===== config.mk =====
export PLATFORM = sky130hd
export DESIGN_NAME = rfc_parser
export DESIGN_NICKNAME = d
export VERILOG_FILES = /design/src/sv/rfc_pkg.sv /design/src/sv/rfc_parser.sv
export SDC_FILE = /design/constraint.sdc
export NUM_CORES = 1
export LEC_CHECK = 0
export BUFFER_PORTS_ARGS = -buffer_cell sky130_fd_sc_hd__buf_2
export CORE_UTILIZATION = 55
export DETAILED_ROUTE_END_ITERATION = 10
export PLACE_DENSITY = 0.87
export SETUP_SLACK_MARGIN = 0.15
export SYNTH_ARGS = -nofsm -noshare
export SYNTH_HDL_FRONTEND = slang
export SYNTH_SLANG_ARGS = --single-unit

===== constraint.sdc =====
create_clock -name clk_i -period 11.7 [get_ports clk_i]
set_input_delay 1.755 -clock clk_i [delete_from_list [all_inputs] [get_ports clk_i]]
set_output_delay 1.755 -clock clk_i [all_outputs]
set_load 0.01 [all_outputs]

===== src/sv/rfc_pkg.sv =====
// Shared types, codes and the CRC-16 byte update of the reply frame checker.
package rfc_pkg;

  localparam logic [1:0] ReqStart = 2'd0;
  localparam logic [1:0] ReqByte  = 2'd1;
  localparam logic [1:0] ReqTick  = 2'd2;

  localparam logic [1:0] StatusOk      = 2'd0;
  localparam logic [1:0] StatusNak     = 2'd1;
  localparam logic [1:0] StatusCrcErr  = 2'd2;
  localparam logic [1:0] StatusTimeout = 2'd3;

  localparam logic KindData   = 1'b0;
  localparam logic KindStatus = 1'b1;

  localparam logic [1:0] CfgCrcPoly     = 2'd0;
  localparam logic [1:0] CfgAckCode     = 2'd1;
  localparam logic [1:0] CfgEmptyMarker = 2'd2;
  localparam logic [1:0] CfgTimeout     = 2'd3;

  localparam logic [7:0]  FrameStart = 8'h52;
  localparam logic [7:0]  CmdGet     = 8'h47;
  localparam logic [7:0]  CmdCyclic  = 8'h43;
  localparam logic [15:0] TickMax    = 16'hFFFF;

  typedef struct packed {
    logic [15:0] crc_poly;
    logic [7:0]  ack_code;
    logic [7:0]  empty_marker;
    logic [15:0] timeout_ticks;
  } rfc_cfg_t;

  typedef struct packed {
    logic [1:0] req_type;
    logic [7:0] rx_byte;
    logic [7:0] sent_command;
    logic [7:0] sent_fifth_byte;
  } rfc_item_t;

  typedef struct packed {
    logic       result_kind;
    logic [7:0] data_byte;
    logic [1:0] status;
  } rfc_result_t;

  typedef struct packed {
    logic        valid;
    logic        listening;
    rfc_result_t result;
  } rfc_step_t;

  function automatic logic [15:0] crc_feed(logic [15:0] crc, logic [7:0] b,
                                           logic [15:0] poly);
    logic [15:0] c;
    c = crc ^ {b, 8'h00};
    for (int k = 0; k < 8; k++) begin
      c = c[15] ? ({c[14:0], 1'b0} ^ poly) : {c[14:0], 1'b0};
    end
    return c;
  endfunction

endpackage


===== src/sv/rfc_parser.sv =====
// Frame state and per-item parse, CRC and timeout logic of the reply checker.
module rfc_parser import rfc_pkg::*; (
  input  logic      clk_i,
  input  logic      rst_ni,
  input  logic      step_en_i,
  input  rfc_item_t item_i,
  input  rfc_cfg_t  cfg_i,
  output rfc_step_t step_o
);

  typedef enum logic [2:0] {
    PosHunt  = 3'd0,
    PosCmd   = 3'd1,
    PosAck   = 3'd2,
    PosCntLo = 3'd3,
    PosCntHi = 3'd4,
    PosData  = 3'd5,
    PosCrc   = 3'd6
  } pos_e;

  logic        listening_q, listening_d;
  pos_e        pos_q, pos_d;
  logic        expects_q, expects_d;
  logic [7:0]  exp_cmd_q, exp_cmd_d;
  logic [15:0] left_q, left_d;
  logic [15:0] crc_q, crc_d;
  logic [7:0]  crc_lo_q, crc_lo_d;
  logic [1:0]  crc_left_q, crc_left_d;
  logic [15:0] ticks_q, ticks_d;
  logic [15:0] crc_next;
  logic [15:0] ticks_inc;
  logic        res_v;
  rfc_result_t res;

  assign crc_next  = crc_feed(crc_q, item_i.rx_byte, cfg_i.crc_poly);
  assign ticks_inc = (ticks_q != TickMax) ? ticks_q + 16'd1 : ticks_q;

  always_comb begin
    listening_d = listening_q;
    pos_d       = pos_q;
    expects_d   = expects_q;
    exp_cmd_d   = exp_cmd_q;
    left_d      = left_q;
    crc_d       = crc_q;
    crc_lo_d    = crc_lo_q;
    crc_left_d  = crc_left_q;
    ticks_d     = ticks_q;
    res_v       = 1'b0;
    res         = '0;
    if (step_en_i) begin
      case (item_i.req_type)
        ReqStart: begin
          listening_d = 1'b1;
          pos_d       = PosHunt;
          exp_cmd_d   = item_i.sent_command;
          expects_d   = (item_i.sent_command == CmdGet) ||
                        (item_i.sent_command == CmdCyclic &&
                         item_i.sent_fifth_byte != cfg_i.empty_marker);
          left_d      = '0;
          crc_d       = '0;
          crc_lo_d    = '0;
          crc_left_d  = 2'd2;
          ticks_d     = '0;
        end
        ReqTick: begin
          if (listening_q) begin
            ticks_d = ticks_inc;
            if (ticks_inc >= cfg_i.timeout_ticks) begin
              listening_d = 1'b0;
              pos_d       = PosHunt;
              res_v       = 1'b1;
              res         = '{result_kind: KindStatus, data_byte: 8'h00,
                              status: StatusTimeout};
            end
          end
        end
        ReqByte: begin
          if (listening_q) begin
            unique case (pos_q)
              PosHunt: begin
                if (item_i.rx_byte == FrameStart) begin
                  crc_d = crc_next;
                  pos_d = PosCmd;
                end
              end
              PosCmd: begin
                if (item_i.rx_byte != exp_cmd_q) begin
                  crc_d = '0;
                  pos_d = PosHunt;
                end else begin
                  crc_d = crc_next;
                  pos_d = PosAck;
                end
              end
              PosAck: begin
                crc_d = crc_next;
                if (item_i.rx_byte != cfg_i.ack_code) begin
                  listening_d = 1'b0;
                  pos_d       = PosHunt;
                  res_v       = 1'b1;
                  res         = '{result_kind: KindStatus, data_byte: 8'h00,
                                  status: StatusNak};
                end else begin
                  pos_d = expects_q ? PosCntLo : PosCrc;
                end
              end
              PosCntLo: begin
                crc_d  = crc_next;
                left_d = {8'h00, item_i.rx_byte};
                pos_d  = PosCntHi;
              end
              PosCntHi: begin
                crc_d  = crc_next;
                left_d = {item_i.rx_byte, left_q[7:0]};
                pos_d  = PosData;
              end
              default: begin
                if (pos_q == PosData && left_q != 16'd0) begin
                  crc_d  = crc_next;
                  left_d = left_q - 16'd1;
                  res_v  = 1'b1;
                  res    = '{result_kind: KindData, data_byte: item_i.rx_byte,
                             status: StatusOk};
                end else begin
                  pos_d = PosCrc;
                  if (crc_left_q >= 2'd2) begin
                    crc_lo_d   = item_i.rx_byte;
                    crc_left_d = 2'd1;
                  end else begin
                    crc_left_d  = 2'd0;
                    listening_d = 1'b0;
                    pos_d       = PosHunt;
                    res_v       = 1'b1;
                    res.result_kind = KindStatus;
                    res.data_byte   = 8'h00;
                    res.status      = ({item_i.rx_byte, crc_lo_q} == crc_q) ?
                                      StatusOk : StatusCrcErr;
                  end
                end
              end
            endcase
          end
        end
        default: ;
      endcase
    end
  end

  always_ff @(posedge clk_i or negedge rst_ni) begin
    if (!rst_ni) begin
      listening_q <= 1'b0;
      pos_q       <= PosHunt;
      expects_q   <= 1'b0;
      exp_cmd_q   <= '0;
      left_q      <= '0;
      crc_q       <= '0;
      crc_lo_q    <= '0;
      crc_left_q  <= 2'd2;
      ticks_q     <= '0;
    end else begin
      listening_q <= listening_d;
      pos_q       <= pos_d;
      expects_q   <= expects_d;
      exp_cmd_q   <= exp_cmd_d;
      left_q      <= left_d;
      crc_q       <= crc_d;
      crc_lo_q    <= crc_lo_d;
      crc_left_q  <= crc_left_d;
      ticks_q     <= ticks_d;
    end
  end

  assign step_o = '{valid: res_v, listening: listening_q, result: res};

endmodule


==> results.tsv <==
metric	value	unit
Final Hold Vio Count	0	
via/cell ratio	5.85	
antenna viol nets, final	0	
clock latency on the worst-skew pair	0.34	ns
Slew @ Worst Pin	1.16	ns
CP Data Required Time	9.95	ns
clock buffers created by TritonCTS	9	
Worst Hold Class	register to register	
# rows	40	
Seq cells post-synth	70	
Ant. Diodes	0	
final hold slack	0.506	ns
max-cap check violation count	0	
Max Root-Sink Buffers	2	
Die Ht	115	um
overall power	2.55	mW
RSZ-0062 raised after global routing	false	
mapped cell area	7050	sq um
Synth Area in Compound Gates	17.4	%
starting density of the core	57.5	%
TritonCTS clock tree	done	
total die area	13300	sq um
Distinct cells, synth	73	
final setup fails	0	
Final Core Density	63.1	%
CP Max Fanout	8	
Slew HR	22.1	%
vias in the first global route	6023	
Worst Setup Start Kind	register	
gr usage total	27.6	%
CTS H-tree lvls	3	
DR vias	6560	
FFs w/ async S/R, synth	100	%
largest net degree at the start of global routing	71	
Placement Setup Slack	5.16	ns
GP Congestion	0.907	
WP data arrival	4.95	ns
Total Nets Final	1048	
first-pass GRT wire length	29.0	mm
# hold bufs at CTS	0	
xor and xnor fraction of the mapped netlist area	22.8	%
routed wire length	17.5	mm
# IOs	90	
Ys Warns	0	
clock skew	0.00776	ns
Max IR drop VDD	0.271	mV
Critical Path Sink Type	output pin	
Final Instance Count excl. Fillers	1122	
Die Span X	115	um
antenna violations before repair	0	
grt ovf	0	
PortBufs	89	
mux share of post-synthesis cell area	3.00	%
adder-cell share of the synthesized area	3.90	%
Area Growth Syn to Fin	9.80	%
pwr dens	329	nW/um^2
Slew Viols, Final	0	
post-synthesis simple-gate area fraction	21.8	%
most common cell after layout, fill and taps aside	nand2_1	
Primary FF master, synth	dfrtp_1	
routed len/inst	15.6	um
placed cell area	7440	sq um
core area	12300	sq um
slack of the critical path	5.00	ns
sequential area share after synthesis	24.9	%
setup bufs post-CTS	0	
post-cts resize count	0	
DRC viols	0	
placed cell count	1106	
drt pass-1 iters	8	
TNS Setup	0	ns
Clock Sinks	70	
outcome	finished, final reports clean	
number of synthesized flops with an enable pin	0	
layout cells sized above 1	16.0	%
largest family of logic cells by synthesized area	XOR/XNOR gates	
Synthesized Nets	1002	
drt first-iter violations	524	
Post-Syn Instances	903	
most frequent cells in the layout	nand2_1 (179), xnor2_1 (130), buf_2 (89)	
final period utilization	57.3	%
FMAX	149	MHz
leak pwr	3.56	nW
detailed placer's ending HPWL	12.8	mm
Synth Area per Inst	7.81	sq um
critical path type	register to output pin	
CTS Root Cell	clkbuf_16	
post-route cell area	7740	sq um
clock-pin slew on the worst setup and hold paths	0.06	ns
min Tclk post-route	6.70	ns
==> where the power goes <==
group,total (mW),switching [mW],internal [mW]
Clock,0.283,0.116,0.167
Combinational,1.92,1.00,0.910
Sequential,0.347,0.0547,0.293
Total,2.55,1.18,1.37
==> Yosys cell counts (all sizes together), types with 11 or more instances <==
| cell type | count | share of area [%] |
|---|---|---|
| and2 | 15 | 1.3 |
| o21ai | 70 | 5.0 |
| dfrtp | 69 | 24 |
| nand4 | 14 | 1.2 |
| and3 | 11 | 1.1 |
| a21oi | 44 | 3.1 |
| buf | 24 | 2.5 |
| nand2 | 188 | 10 |
| a21o | 13 | 1.4 |
| ha | 22 | 3.9 |
| xor2 | 36 | 4.8 |
| nor3 | 17 | 1.2 |
| nor2 | 43 | 2.3 |
| clkbuf | 36 | 2.0 |
| inv | 33 | 1.8 |
| mux2 | 14 | 2.3 |
| nand3 | 12 | 0.85 |
| xnor2 | 133 | 17 |
==> sequential cells by signal, indices dropped and copies added (netlist names) <==
register and flops:
crc_q 16, left_q 16, ticks_q 16, crc_lo_q 8, exp_cmd_q 8, pos_q 3, crc_left_q 1, expects_q 1
listening_q 1
==> routing by layer <==
| metal | part of all wire (%) | up-vias | GRT usage [%] |
|---|---|---|---|
| met2 | 48 | 289 | 46.7 |
| met1 | 43 | 3076 | 36.6 |
| met3 | 6.6 | 30 | 4.27 |
| met4 | 2.0 | 0 | 8.05 |
| li1 | - | 3165 | - |
| met5 | 0 | - | 0 |
==> worst max-delay path, stage by stage, from the launching register on <==
cell,delay [ns]
dfrtp_1,0.42
and2_1,0.22
and4_1,0.28
and3_1,0.19
and3_1,0.20
and3_1,0.24
nand4_1,0.31
mux2_2,0.39
ha_1,0.27
a21o_1,0.16
a21o_1,0.17
a21o_1,0.18
a21o_1,0.17
a21o_1,0.16
a21o_1,0.17
a21o_1,0.17
a21oi_1,0.15
o31ai_1,0.11
a21oi_1,0.25
or3b_2,0.18
o21ai_0,0.07
buf_2,0.15
==> cell type report <==
cell class / count / area, sq um
Multi-Input combinational cell: 740 / 4860
Fill cell: 1014 / 4520
Sequential cell: 70 / 1750
Timing Repair Buffer: 95 / 490
Clock buffer: 9 / 225
Tap cell: 168 / 210
Inverter: 33 / 124
Clock inverter: 7 / 77.6
==> worst paths after layout <==
check	depth (start not counted)	endpoint	slack (ns)	start
worst min register to register	2	crc_lo_q[4]	0.51	crc_lo_q[4]
max in group asynchronous	2	crc_q[6]	9.48	rst_ni
worst max register to register	13	crc_q[1]	6.66	crc_q[14]
min in group asynchronous	2	exp_cmd_q[2]	1.62	rst_ni
worst max-delay path	21	step_o[0]	5.00	ticks_q[3]
worst min-delay path	2	crc_lo_q[4]	0.51	crc_lo_q[4]
==> cell families after synthesis <==
family,after synthesis
AO/OA/AOI/OAI,193
XOR/XNOR,172
adder cells (fa/ha/maj),22
buffers and inverters,93
flip-flops,70
multiplexers,19
AND/OR/NAND/NOR,334
No activity file was read; power rests on OpenSTA's default activity.
